**src/rtl/core/seinf_pkg.sv**
```systemverilog
// seinf_pkg: types, constants and control-store program for the SEI NAL framer.
// No dependencies.
package seinf_pkg;

    localparam int unsigned MAX_PAYLOAD = 4095;
    localparam int          PC_W        = 5;
    localparam int          SIZE_W      = 13;

    localparam logic [11:0] LEN_CAP = (MAX_PAYLOAD > 4095) ? 12'd4095 : 12'(MAX_PAYLOAD);

    localparam logic [7:0] SEI_NAL_TYPE_HEVC = 8'd39;
    localparam logic [7:0] HEVC_HDR0   = 8'(SEI_NAL_TYPE_HEVC << 1);
    localparam logic [7:0] AVC_HDR     = 8'h06;
    localparam logic [7:0] SEI_PT_UDU  = 8'h05;
    localparam logic [7:0] SIZE_RUN    = 8'hFF;
    localparam logic [7:0] TRAILER     = 8'h80;
    localparam logic [7:0] EP_BYTE     = 8'h03;
    localparam logic [1:0] ZR_SAT      = 2'd2;
    localparam logic [SIZE_W-1:0] SIZE_BASE = 13'd16;
    localparam logic [SIZE_W-1:0] SIZE_STEP = 13'd255;

    localparam logic [PC_W-1:0] STEP_ENTRY = 5'd0;
    localparam logic [PC_W-1:0] STEP_DATA  = 5'd24;

    typedef enum logic [1:0] {
        SRC_LIT,
        SRC_HDR,
        SRC_SIZE,
        SRC_DATA
    } src_t;

    typedef enum logic [2:0] {
        COND_ALWAYS,
        COND_HEVC,
        COND_SIZE,
        COND_DATA,
        COND_LAST,
        COND_NEVER
    } cond_t;

    typedef struct packed {
        logic [7:0] lit;
        src_t       src;
        cond_t      cond;
        logic       rbsp;
        logic       eou;
        logic       fin;
    } ctl_t;

    function automatic ctl_t step_word(input logic [7:0] lit, input src_t src,
                                       input cond_t cond, input logic rbsp,
                                       input logic eou, input logic fin);
        ctl_t c;
        c.lit  = lit;
        c.src  = src;
        c.cond = cond;
        c.rbsp = rbsp;
        c.eou  = eou;
        c.fin  = fin;
        return c;
    endfunction

    // control store
    function automatic ctl_t seinf_rom(input logic [PC_W-1:0] pc);
        ctl_t c;
        unique case (pc)
            5'd0:  c = step_word(8'h00, SRC_LIT, COND_ALWAYS, 1'b0, 1'b0, 1'b0);
            5'd1:  c = step_word(8'h00, SRC_LIT, COND_ALWAYS, 1'b0, 1'b0, 1'b0);
            5'd2:  c = step_word(8'h00, SRC_LIT, COND_ALWAYS, 1'b0, 1'b0, 1'b0);
            5'd3:  c = step_word(8'h01, SRC_LIT, COND_ALWAYS, 1'b0, 1'b0, 1'b0);
            5'd4:  c = step_word(AVC_HDR, SRC_HDR, COND_ALWAYS, 1'b0, 1'b0, 1'b0);
            5'd5:  c = step_word(8'h01, SRC_LIT, COND_HEVC, 1'b0, 1'b0, 1'b0);
            5'd6:  c = step_word(SEI_PT_UDU, SRC_LIT, COND_ALWAYS, 1'b1, 1'b0, 1'b0);
            5'd7:  c = step_word(SIZE_RUN, SRC_SIZE, COND_SIZE, 1'b1, 1'b0, 1'b0);
            5'd8:  c = step_word(8'ha1, SRC_LIT, COND_ALWAYS, 1'b1, 1'b0, 1'b0);
            5'd9:  c = step_word(8'hb2, SRC_LIT, COND_ALWAYS, 1'b1, 1'b0, 1'b0);
            5'd10: c = step_word(8'hc3, SRC_LIT, COND_ALWAYS, 1'b1, 1'b0, 1'b0);
            5'd11: c = step_word(8'hd4, SRC_LIT, COND_ALWAYS, 1'b1, 1'b0, 1'b0);
            5'd12: c = step_word(8'he5, SRC_LIT, COND_ALWAYS, 1'b1, 1'b0, 1'b0);
            5'd13: c = step_word(8'hf6, SRC_LIT, COND_ALWAYS, 1'b1, 1'b0, 1'b0);
            5'd14: c = step_word(8'h47, SRC_LIT, COND_ALWAYS, 1'b1, 1'b0, 1'b0);
            5'd15: c = step_word(8'h80, SRC_LIT, COND_ALWAYS, 1'b1, 1'b0, 1'b0);
            5'd16: c = step_word(8'hab, SRC_LIT, COND_ALWAYS, 1'b1, 1'b0, 1'b0);
            5'd17: c = step_word(8'hcd, SRC_LIT, COND_ALWAYS, 1'b1, 1'b0, 1'b0);
            5'd18: c = step_word(8'hef, SRC_LIT, COND_ALWAYS, 1'b1, 1'b0, 1'b0);
            5'd19: c = step_word(8'h12, SRC_LIT, COND_ALWAYS, 1'b1, 1'b0, 1'b0);
            5'd20: c = step_word(8'h34, SRC_LIT, COND_ALWAYS, 1'b1, 1'b0, 1'b0);
            5'd21: c = step_word(8'h56, SRC_LIT, COND_ALWAYS, 1'b1, 1'b0, 1'b0);
            5'd22: c = step_word(8'h78, SRC_LIT, COND_ALWAYS, 1'b1, 1'b0, 1'b0);
            5'd23: c = step_word(8'h90, SRC_LIT, COND_ALWAYS, 1'b1, 1'b0, 1'b0);
            5'd24: c = step_word(8'h00, SRC_DATA, COND_DATA, 1'b1, 1'b0, 1'b0);
            5'd25: c = step_word(TRAILER, SRC_LIT, COND_LAST, 1'b1, 1'b1, 1'b1);
            default: c = step_word(8'h00, SRC_LIT, COND_NEVER, 1'b0, 1'b0, 1'b1);
        endcase
        return c;
    endfunction

endpackage

```
**src/rtl/core/seinf_if.sv**
```systemverilog
// seinf_in_if / seinf_out_if: valid/ready channels for payload words and NAL words.
// No dependencies.
interface seinf_in_if;
    logic        valid;
    logic        ready;
    logic [7:0]  data_byte;
    logic        first_byte;
    logic        last_byte;
    logic [11:0] message_length;

    modport source (output valid, output data_byte, output first_byte,
                    output last_byte, output message_length, input ready);
    modport sink   (input valid, input data_byte, input first_byte,
                    input last_byte, input message_length, output ready);
endinterface

interface seinf_out_if;
    logic       valid;
    logic       ready;
    logic [7:0] out_byte;
    logic       end_of_unit;

    modport source (output valid, output out_byte, output end_of_unit, input ready);
    modport sink   (input valid, input out_byte, input end_of_unit, output ready);
endinterface

```
**src/rtl/core/seinf_seq.sv**
```systemverilog
// seinf_seq: step counter over the control store, issues one control word per step.
// Depends on seinf_pkg.
module seinf_seq
    import seinf_pkg::*;
(
    input  logic            clk,
    input  logic            rst_n,
    input  logic            start,
    input  logic [PC_W-1:0] start_pc,
    input  logic            step_done,
    output logic            busy,
    output ctl_t            ctl
);

    logic [PC_W-1:0] pc_reg;
    logic [PC_W-1:0] pc_next;
    logic            busy_reg;
    logic            busy_next;

    assign ctl  = seinf_rom(pc_reg);
    assign busy = busy_reg;

    always_comb
    begin
        pc_next   = pc_reg;
        busy_next = busy_reg;
        if (start)
        begin
            pc_next   = start_pc;
            busy_next = 1'b1;
        end
        else if (busy_reg && step_done)
        begin
            if (ctl.fin)
                busy_next = 1'b0;
            else
                pc_next = pc_reg + 1'b1;
        end
    end

    always_ff @(posedge clk or negedge rst_n)
    begin
        if (!rst_n)
        begin
            pc_reg   <= STEP_ENTRY;
            busy_reg <= 1'b0;
        end
        else
        begin
            pc_reg   <= pc_next;
            busy_reg <= busy_next;
        end
    end

endmodule

```
**src/rtl/core/sei_user_data_nal_framer.sv**
```systemverilog
// sei_user_data_nal_framer: top level, input capture, byte datapath, output register.
// Depends on seinf_pkg, seinf_if, seinf_seq.

// Frames each user-data message as an Annex B SEI NAL unit. A first word runs
// 6 steps of start code and header (the second header step idles in H.264
// mode), 1 of payload type, a size step of 1 to 17 bytes, 16 of UUID, then a
// data step and a trailer step; a step whose condition fails emits nothing.
// Each later word runs the data step and the trailer step, with a 0x03 going
// in before its data byte where the zero run calls for it. The microcoded
// sequencer emits at most one output word per cycle and holds the input while
// it runs; a full output register with ready low stalls it.
module sei_user_data_nal_framer
    import seinf_pkg::*;
(
    input  logic        clk,
    input  logic        rst_n,
    input  logic        cfg_we,
    input  logic        cfg_wdata,
    seinf_in_if.sink    byte_in,
    seinf_out_if.source nal_out
);

    logic       hevc_reg;
    logic       in_msg_reg;
    logic       in_msg_next;
    logic [1:0] zero_run_reg;
    logic [1:0] zero_run_next;
    logic [7:0] data_reg;
    logic       last_reg;
    logic       emit_data_reg;
    logic [SIZE_W-1:0] size_reg;
    logic [SIZE_W-1:0] size_next;
    logic       out_valid_reg;
    logic       out_valid_next;
    logic [7:0] out_byte_reg;
    logic [7:0] out_byte_next;
    logic       eou_reg;
    logic       eou_next;

    logic            busy;
    ctl_t            ctl;
    logic            accept;
    logic            start;
    logic [PC_W-1:0] start_pc;
    logic            step_done;
    logic [11:0]     len_cap;
    logic [11:0]     len_eff;
    logic            cond_ok;
    logic            size_big;
    logic [7:0]      byte_sel;
    logic            ep;
    logic            slot_free;
    logic            emit;

    seinf_seq u_seq (
        .clk       (clk),
        .rst_n     (rst_n),
        .start     (start),
        .start_pc  (start_pc),
        .step_done (step_done),
        .busy      (busy),
        .ctl       (ctl)
    );

    assign byte_in.ready = !busy;
    assign accept   = byte_in.valid && !busy;
    assign start    = accept && (byte_in.first_byte || in_msg_reg);
    assign start_pc = byte_in.first_byte ? STEP_ENTRY : STEP_DATA;

    assign len_cap = (byte_in.message_length > LEN_CAP) ? LEN_CAP : byte_in.message_length;
    assign len_eff = (byte_in.last_byte && len_cap > 12'd1) ? 12'd1 : len_cap;

    assign size_big = size_reg >= SIZE_STEP;

    always_comb
    begin
        case (ctl.cond)
            COND_ALWAYS: cond_ok = 1'b1;
            COND_HEVC:   cond_ok = hevc_reg;
            COND_SIZE:   cond_ok = 1'b1;
            COND_DATA:   cond_ok = emit_data_reg;
            COND_LAST:   cond_ok = last_reg;
            default:     cond_ok = 1'b0;
        endcase
    end

    always_comb
    begin
        case (ctl.src)
            SRC_LIT:  byte_sel = ctl.lit;
            SRC_HDR:  byte_sel = hevc_reg ? HEVC_HDR0 : ctl.lit;
            SRC_SIZE: byte_sel = size_big ? SIZE_RUN : size_reg[7:0];
            default:  byte_sel = data_reg;
        endcase
    end

    assign ep        = ctl.rbsp && (zero_run_reg == ZR_SAT) && (byte_sel <= EP_BYTE);
    assign slot_free = !out_valid_reg || nal_out.ready;
    assign emit      = busy && cond_ok && slot_free;
    assign step_done = busy && (!cond_ok ||
                       (emit && !ep && !(ctl.cond == COND_SIZE && size_big)));

    always_comb
    begin
        in_msg_next    = in_msg_reg;
        zero_run_next  = zero_run_reg;
        size_next      = size_reg;
        out_valid_next = out_valid_reg;
        out_byte_next  = out_byte_reg;
        eou_next       = eou_reg;

        if (accept)
            in_msg_next = byte_in.first_byte ? !byte_in.last_byte
                                             : (in_msg_reg && !byte_in.last_byte);

        if (accept && byte_in.first_byte)
        begin
            zero_run_next = 2'd0;
            size_next     = SIZE_BASE + {1'b0, len_eff};
        end

        if (emit)
        begin
            out_valid_next = 1'b1;
            out_byte_next  = ep ? EP_BYTE : byte_sel;
            eou_next       = ep ? 1'b0 : ctl.eou;
            if (ctl.rbsp)
            begin
                if (ep)
                    zero_run_next = 2'd0;
                else if (byte_sel == 8'h00)
                    zero_run_next = (zero_run_reg == ZR_SAT) ? ZR_SAT : zero_run_reg + 2'd1;
                else
                    zero_run_next = 2'd0;
            end
            if (ctl.src == SRC_SIZE && !ep && size_big)
                size_next = size_reg - SIZE_STEP;
        end
        else if (nal_out.ready)
        begin
            out_valid_next = 1'b0;
        end
    end

    always_ff @(posedge clk or negedge rst_n)
    begin
        if (!rst_n)
        begin
            hevc_reg      <= 1'b0;
            in_msg_reg    <= 1'b0;
            zero_run_reg  <= 2'd0;
            out_valid_reg <= 1'b0;
        end
        else
        begin
            if (cfg_we)
                hevc_reg <= cfg_wdata;
            in_msg_reg    <= in_msg_next;
            zero_run_reg  <= zero_run_next;
            out_valid_reg <= out_valid_next;
        end
    end

    always_ff @(posedge clk)
    begin
        size_reg     <= size_next;
        out_byte_reg <= out_byte_next;
        eou_reg      <= eou_next;
        if (accept)
        begin
            data_reg      <= byte_in.data_byte;
            last_reg      <= byte_in.last_byte;
            emit_data_reg <= !byte_in.first_byte || (len_eff != 12'd0);
        end
    end

    assign nal_out.valid       = out_valid_reg;
    assign nal_out.out_byte    = out_byte_reg;
    assign nal_out.end_of_unit = eou_reg;

`ifndef NO_ASSERTIONS
    a_zero_run_range: assert property (@(posedge clk) disable iff (!rst_n)
        zero_run_reg != 2'd3)
        else $error("zero run out of range");

    a_eou_is_trailer: assert property (@(posedge clk) disable iff (!rst_n)
        (nal_out.valid && nal_out.end_of_unit) |-> nal_out.out_byte == TRAILER)
        else $error("end of unit on a byte other than the trailer");

    a_first_starts: assert property (@(posedge clk) disable iff (!rst_n)
        (accept && byte_in.first_byte) |=> (busy && !byte_in.ready))
        else $error("first word did not start the sequencer");

    a_ep_holds_step: assert property (@(posedge clk) disable iff (!rst_n)
        (emit && ep) |=> (busy && zero_run_reg == 2'd0))
        else $error("emulation byte ended the step");
`endif

endmodule

```
**src/flat_wrapper.sv**
```systemverilog
// flat-port wrapper written by rule: the top's interface ports become plain ports
module sei_user_data_nal_framer_flat import seinf_pkg::*;
  (clk, rst_n, cfg_we, cfg_wdata, byte_in_valid, byte_in_data_byte, byte_in_first_byte, byte_in_last_byte, byte_in_message_length, byte_in_ready, nal_out_valid, nal_out_out_byte, nal_out_end_of_unit, nal_out_ready);
  seinf_in_if byte_in_i ();
  seinf_out_if nal_out_i ();
  input  logic clk;
  input  logic rst_n;
  input  logic cfg_we;
  input  logic cfg_wdata;
  input wire logic [$bits(byte_in_i.valid)-1:0] byte_in_valid;
  input wire logic [$bits(byte_in_i.data_byte)-1:0] byte_in_data_byte;
  input wire logic [$bits(byte_in_i.first_byte)-1:0] byte_in_first_byte;
  input wire logic [$bits(byte_in_i.last_byte)-1:0] byte_in_last_byte;
  input wire logic [$bits(byte_in_i.message_length)-1:0] byte_in_message_length;
  output wire logic [$bits(byte_in_i.ready)-1:0] byte_in_ready;
  output wire logic [$bits(nal_out_i.valid)-1:0] nal_out_valid;
  output wire logic [$bits(nal_out_i.out_byte)-1:0] nal_out_out_byte;
  output wire logic [$bits(nal_out_i.end_of_unit)-1:0] nal_out_end_of_unit;
  input wire logic [$bits(nal_out_i.ready)-1:0] nal_out_ready;
  assign byte_in_i.valid = byte_in_valid;
  assign byte_in_i.data_byte = byte_in_data_byte;
  assign byte_in_i.first_byte = byte_in_first_byte;
  assign byte_in_i.last_byte = byte_in_last_byte;
  assign byte_in_i.message_length = byte_in_message_length;
  assign byte_in_ready = byte_in_i.ready;
  assign nal_out_valid = nal_out_i.valid;
  assign nal_out_out_byte = nal_out_i.out_byte;
  assign nal_out_end_of_unit = nal_out_i.end_of_unit;
  assign nal_out_i.ready = nal_out_ready;
  sei_user_data_nal_framer u_core (.clk(clk), .rst_n(rst_n), .cfg_we(cfg_we), .cfg_wdata(cfg_wdata), .byte_in(byte_in_i), .nal_out(nal_out_i));
endmodule
```
**config.mk**
```make
export PLATFORM = sky130hd
export DESIGN_NAME = sei_user_data_nal_framer_flat
export DESIGN_NICKNAME = d
export VERILOG_FILES = /design/src/rtl/core/seinf_pkg.sv /design/src/rtl/core/seinf_if.sv /design/src/rtl/core/seinf_seq.sv /design/src/rtl/core/sei_user_data_nal_framer.sv /design/src/flat_wrapper.sv
export SDC_FILE = /design/constraint.sdc
export NUM_CORES = 1
export LEC_CHECK = 0
export ABC_CLOCK_PERIOD_IN_PS = 10350
export BUFFER_PORTS_ARGS = -buffer_cell sky130_fd_sc_hd__buf_2
export CORE_AREA = 2 2 80 82
export DETAILED_ROUTE_END_ITERATION = 8
export DIE_AREA = 0 0 82 84
export MAX_ROUTING_LAYER = met4
export PLACE_DENSITY = 0.69
export SLEW_MARGIN = 20
export SYNTH_ARGS = -nofsm -noshare
export SYNTH_HDL_FRONTEND = slang
export SYNTH_SLANG_ARGS = --single-unit
```
**constraint.sdc**
```tcl
create_clock -name clk -period 10.35 [get_ports clk]
set_clock_uncertainty 0.2 [all_clocks]
set_input_delay 1.5525 -clock clk [delete_from_list [all_inputs] [get_ports clk]]
set_output_delay 1.5525 -clock clk [all_outputs]
set_load 0.1 [all_outputs]
```
# Word-level counts from Yosys, hierarchy flattened
# Memories as Yosys holds them, arrays and structs flattened.
# Index checks and enable logic that the tools add are counted.
totals:
  memories: 1
  elab_cells: 91
  input_bits: 28
  reg_bits: 43
  output_inout_bits: 11
  rom_bits: 512
mem_list:
  columns: ["memory", "depth", "width", "rd", "rd_clocked_by_memory_dff", "wr", "line_no", "source"]
  rows:
  - ["(name not given)", 32, 16, 1, 0, 0, "seinf_pkg.sv:66", "unique case (pc)"]
op_classes:
  n_reduce_logical: 37
  muxes: 25
  n_eq_ne: 8
  order_cmp: 4
  n_addsub: 4
ops:
  columns: ["operator", "count"]
  rows:
  - ["2-to-1 mux 13 bit", 3]
  - ["2-to-1 mux 12 bit", 2]
  - ["one-hot mux 8 bit (3 select lines)", 1]
  - ["2-to-1 mux 5 bit", 4]
  - ["logical AND 1 bit", 16]
  - ["2-to-1 mux 8 bit", 2]
  - ["adder 5 x 12 -> 13 bit, first input constant", 1]
  - [">= comparator 13 x 8 -> 1 bit, second input constant", 1]
  - ["subtractor 13 x 8 -> 13 bit, second input constant", 1]
  - ["greater-than comparator 12 x 1 -> 1 bit, second input constant", 1]
  - ["greater-than comparator 12 bit, second input constant", 1]
  - ["2-to-1 mux 2 bit", 6]
  - ["nonzero test 12 bit", 1]
  - ["less-or-equal comparator 8 x 2 -> 1 bit, second input constant", 1]
  - ["zero test 8 bit", 1]
  - ["zero test 1 bit", 7]
  - ["equality test 3 x 2 -> 1 bit, second input constant", 2]
  - ["2-to-1 mux 1 bit", 6]
  - ["nonzero test 2 bit", 3]
  - ["adder 5 x 1 -> 5 bit, second input constant", 1]
  - ["equality test 2 bit, second input constant", 2]
  - ["logical OR 1 bit", 4]
  - ["one-hot mux 1 bit (4 select lines)", 1]
  - ["AND reduction 2 bit", 2]
  - ["8 further kinds", 8]

# Logic depth before layout (Yosys ltp)
depth:
  ltp_word: 13
  ltp_mapped: 14
  mapped_depth_nobuf: 11

# By module
# Synthesis repeated with hierarchy kept, for this count alone.
unflattened:
  cells_unflattened: 358
  hier_area_um2: 3139.3
modules_own_cells:
  columns: ["mod", "seq_area_each_um2", "instances", "cells_each", "area_per_inst_um2"]
  rows:
  - ["sei_user_data_nal_framer", 955.9, 1, 252, 2323.5]
  - ["seinf_seq", 150.1, 1, 106, 815.8]

# Worst setup path after synthesis
# No wires, ideal clock.
synth_timing:
  path_type: "in2reg"
  from: "input nal_out_ready"
  to: "register u_core.u_seq.pc_reg[1]"
  path_stages: 10
  path_buffers: 1
  t_required_ps: 10030
  arrival_ps: 3268
  slack_ps: 6762
  setup_time_ps: 120
  cell_sequence: "nand2b_1 nand2_1 a211o_1 and2_1 clkbuf_1 inv_1 a21oi_1 a211oi_4 mux2i_1 nor2_1"
synth_via:
  elab_chain_len: 9
synth_lines:
  columns: ["item", "line_no", "source"]
  rows:
  - ["from (decl)", "flat_wrapper.sv:19", "input wire logic [$bits(nal_out_i.ready)-1:0] nal_out_ready;"]
  - ["logical OR 1 bit", "sei_user_data_nal_framer.sv:98", "assign slot_free = !out_valid_reg || nal_out.ready;"]
  - ["logical AND 1 bit", "sei_user_data_nal_framer.sv:99", "assign emit = busy && cond_ok && slot_free;"]
  - ["via u_core.emit", "sei_user_data_nal_framer.sv:53", "logic emit;"]
  - ["logical AND 1 bit (2 in a row)", "sei_user_data_nal_framer.sv:101", "(emit && !ep && !(ctl.cond == COND_SIZE && size_big)));"]
  - ["logical OR 1 bit", "sei_user_data_nal_framer.sv:100", "assign step_done = busy && (!cond_ok ||"]
  - ["logical AND 1 bit", "sei_user_data_nal_framer.sv:100", null]
  - ["logical AND 1 bit", "seinf_seq.sv:32", "else if (busy_reg && step_done)"]
  - ["nonzero test 2 bit (no line)", null, null]
  - ["AND reduction 2 bit (no line)", null, null]
  - ["to (signal assigned)", "seinf_seq.sv:50", "pc_reg <= pc_next;"]
  - ["to (decl)", "seinf_seq.sv:15", "logic [PC_W-1:0] pc_reg;"]
# The timed path passes the listed nets, and every way through them passes these cells.
# A chain may end at the register's enable or synchronous reset.

# Worst setup path in the final report
layout_timing:
  from: "register u_core.u_seq.pc_reg[2]"
  to: "register u_core.u_seq.pc_reg[3]"
layout_via:
  elab_chain_len: 13
  word_cells_on_any_way: 34
  cone_classes: "add/sub: 1; order compare: 1; eq/ne: 7; mux: 6; reduce/logical: 18; memory: 1"
layout_lines:
  columns: ["item", "line_no", "source"]
  rows:
  - ["memory (32 x 16 bit) (*)", null, null]
  - ["equality test 3 x 2 -> 1 bit / zero test 3 bit (equally long branches)", "sei_user_data_nal_framer.sv:77", "case (ctl.cond)"]
  - ["OR reduction 2 bit (no line)", null, null]
  - ["one-hot mux 1 bit (4 select lines) (*)", "sei_user_data_nal_framer.sv:77", null]
  - ["logical AND 1 bit (*) (2 in a row)", "sei_user_data_nal_framer.sv:99", null]
  - ["via u_core.emit", "sei_user_data_nal_framer.sv:53", null]
  - ["logical AND 1 bit (*) (2 in a row)", "sei_user_data_nal_framer.sv:101", null]
  - ["logical OR 1 bit (*)", "sei_user_data_nal_framer.sv:100", null]
  - ["logical AND 1 bit (*)", "sei_user_data_nal_framer.sv:100", null]
  - ["logical AND 1 bit (*)", "seinf_seq.sv:32", null]
  - ["nonzero test 2 bit (no line) (*)", null, null]
  - ["AND reduction 2 bit (no line) (*)", null, null]
# Mark *: on every way through the listed nets, which the timed path passes. The rest lies on a longest branch. The select of a mux whose other input is x is not followed.

==> metrics.yaml <==
yosys:
  synth_cells: 334
  syn_area_mm2: 0.00291
  yosysTopAreaCellShare_pct: 19.6
  synth_edf_count: 19
  ys_seq_elements: 43
  yosysTopAreaCell: "edfxtp_1"
  synthTopCellsByArea: "edfxtp_1 (20%), dfrtp_1 (9.5%), dfxtp_1 (8.9%)"
  ys.flop_type: "edfxtp_1"
  synth.distinct_cells: 60
  synth_commonest_cells: "a21oi_1 (31), nor2_1 (31), nand2_1 (29)"
  avgSynthCellArea_um2: 8.72
  ys_seq_area_share_pct: 38.0
  synthArstFlopShare_pct: 25.6
  yosysWarnings: 0
  synth_fp_nets: 377
setup_path:
  critPathArrivalTime_ps: 3790
  worstSetupPathType: "flip-flop to flip-flop"
  worstPathRequired_ps: 10340
  crit_path_start_kind: "flip-flop"
  critPathMaxFanout: 26
  cp-end-kind: "flip-flop"
clock_tree:
  postCtsSetupBuffers: 0
  ctsResizeCount: 0
  htree_levels: 2
  insertion_delay_ps: 300
  cts_tree: "done"
  ctsHoldBuffers: 0
  path_clk_slew_ps: 90
  cts-root-buf: "clkbuf_8"
  cts_buffer_depth: 2
  cts_sinks: 43
  cts_buffers: 5
place:
  gp_congestion: 0.873
  io_buffer_count: 38
  preCtsSetupSlack_ps: 6510
  placedCellCount: 437
  hpwl_mm: 5.43
drt:
  num_vias: 2660
  wirelength_mm: 7.24
  wire_per_inst_um: 16.3
  viasPerCell: 5.98
  drtPass1Iterations: 4
  drt_first_iter_violations: 211
  drc: 0
  ant_nets: 0
cells_and_area:
  largest_reg_flops: 13
  area_growth_syn_to_layout_pct: 11.9
  fin_cells: 445
  finish.net_count: 410
  final_layout_size_suffix_gt1_share_pct: 16.3
  antenna_cells: 0
sta:
  rsz0062_at_grt: "false"
  setup_ws_ps: 6550
  slew_headroom_pct: 49.7
  fin_crit_ps: 3800
  period_share_pct: 36.7
  slew_violations: 0
  worst_pin_slew_ps: 748
  fin_setup_tns_ps: 0
  finalHoldViolCount: 0
  fmax_mhz: 263
  finalSetupViolCount: 0
power:
  p_switching_uw: 562
  internal_power_uw: 530
  switching_share_pct: 51.5
  power_density_mw_per_mm2: 335
  power_frac_clock_pct: 12.4
  combPwrFrac_pct: 55.9
  pwr-share-seq_pct: 31.7
  ir_drop_v: 0.000263
  cellLeakagePower_nw: 1.37
status:
  status: "finished clean"
die:
  die_h_um: 84
  num_rows: 29
  die-area_mm2: 0.00689
  fp.dieW_um: 82
  io-pin-count: 39
  core-area_mm2: 0.00610
  initial_utilization_pct: 47.8
global_route:
  grt_max_degree: 27
  grt_pass1_vias: 2439
  grtUsageTotal_pct: 22.5
  grt_overflow: 0
  grt_pass1_wl_mm: 11.7
  antenna_found_initial: 0
job:
  drv_cap: 0
hold_path:
  hp-class: "flip-flop to flip-flop"
[layer usage]
metal / wire length [µm] / vias up / global-route usage [%]
li1: - / 1302 / -
met1: 3460 / 1248 / 31.3
met2: 3240 / 100 / 33.1
met3: 410 / 10 / 4.33
met4: 134 / 0 / 6.67
met5: 0 / - / -
[cell usage in the layout (no fill, tap or decap), drive strengths merged, types with 3 or more instances in the layout]
| cell | count |
|---|---|
| o22ai | 3 |
| buf | 40 |
| nor3b | 3 |
| a211oi | 5 |
| mux2i | 5 |
| nand3 | 11 |
| dfxtp | 13 |
| inv | 21 |
| o31ai | 3 |
| a21oi | 31 |
| clkbuf | 5 |
| and3 | 4 |
| nand2 | 29 |
| nor2b | 10 |
| xnor2 | 4 |
| nor2 | 31 |
| nor3 | 11 |
| and3b | 3 |
| dfrtp | 11 |
| o21ai | 24 |
| edfxtp | 19 |
| a31oi | 7 |
| nor4 | 3 |
| a311oi | 3 |
| a211o | 6 |
| o211ai | 3 |
| nand4 | 3 |
| or2 | 5 |
| ha | 15 |
[power groups by stage]
stage                     sequential [mW]  combinational, mW  clock (mW)
after floorplan                     0.449              0.374           0
after global placement              0.345              0.593           0
after detailed placement            0.347              0.603           0
after CTS                           0.343              0.606       0.137
after global routing                0.357              0.664       0.143
final                               0.346              0.610       0.136
[final timing paths]
path | start | end | slack, ps | cells after the start
min in group asynchronous | rst_n | u_core.u_seq.busy | 910 | 1
worst max register to register | u_core.u_seq.pc_reg[2] | u_core.u_seq.pc_reg[3] | 6550 | 10
worst min-delay path | u_core.size_reg[11] | u_core.size_reg[11] | 300 | 1
worst max-delay path | u_core.u_seq.pc_reg[2] | u_core.u_seq.pc_reg[3] | 6550 | 10
max in group asynchronous | rst_n | u_core.u_seq.pc_reg[3] | 8840 | 1
worst min register to register | u_core.size_reg[11] | u_core.size_reg[11] | 300 | 1
[worst max-delay path, cell delays in order (launching register included)]
cell and delay, ps:
dfrtp_1 830, ha_1 350, nor3b_1 360, o21ai_0 210, a211o_1 330, and2_1 190, inv_1 330, a21oi_1 170
a211oi_4 400, nand3_1 120, and3_1 190
[per-stage QoR]
stage | hold WS, ps | instance area (µm²) | total power [mW] | utilization, %
2_1_floorplan | 247 | 2910 | 0.823 | -
3_3_place_gp | 270 | 3150 | 0.938 | 51.6
3_5_place_dp | 278 | 3150 | 0.951 | 51.6
4_1_cts | 298 | 3260 | 1.09 | 53.4
5_1_grt | 333 | 3260 | 1.16 | 53.4
6_report | 301 | 3260 | 1.09 | 53.4
[kinds of logic (layout without fill, tap and decap cells)]
| logic type | Yosys count | in the layout | synth area share, % |
|---|---|---|---|
| simple gates | 129 | 129 | 24.0 |
| compound gates | 100 | 100 | 22.4 |
| flops | 43 | 43 | 38.0 |
| buf+inv | 34 | 68 | 4.90 |
| fa+ha+maj | 15 | 15 | 6.44 |
| mux | 7 | 7 | 2.49 |
| xor+xnor | 6 | 6 | 1.80 |
[area by class of cell]
class | instances | area (µm²)
repair buffers | 40 | 205
clock inverters | 3 | 42.5
well taps | 77 | 96.3
fillers | 588 | 2840
inverters | 20 | 75.1
multi-input cells | 257 | 1660
clock buffers | 5 | 68.8
flip-flops and latches | 43 | 1110
(Power assumes the default switching activity.)
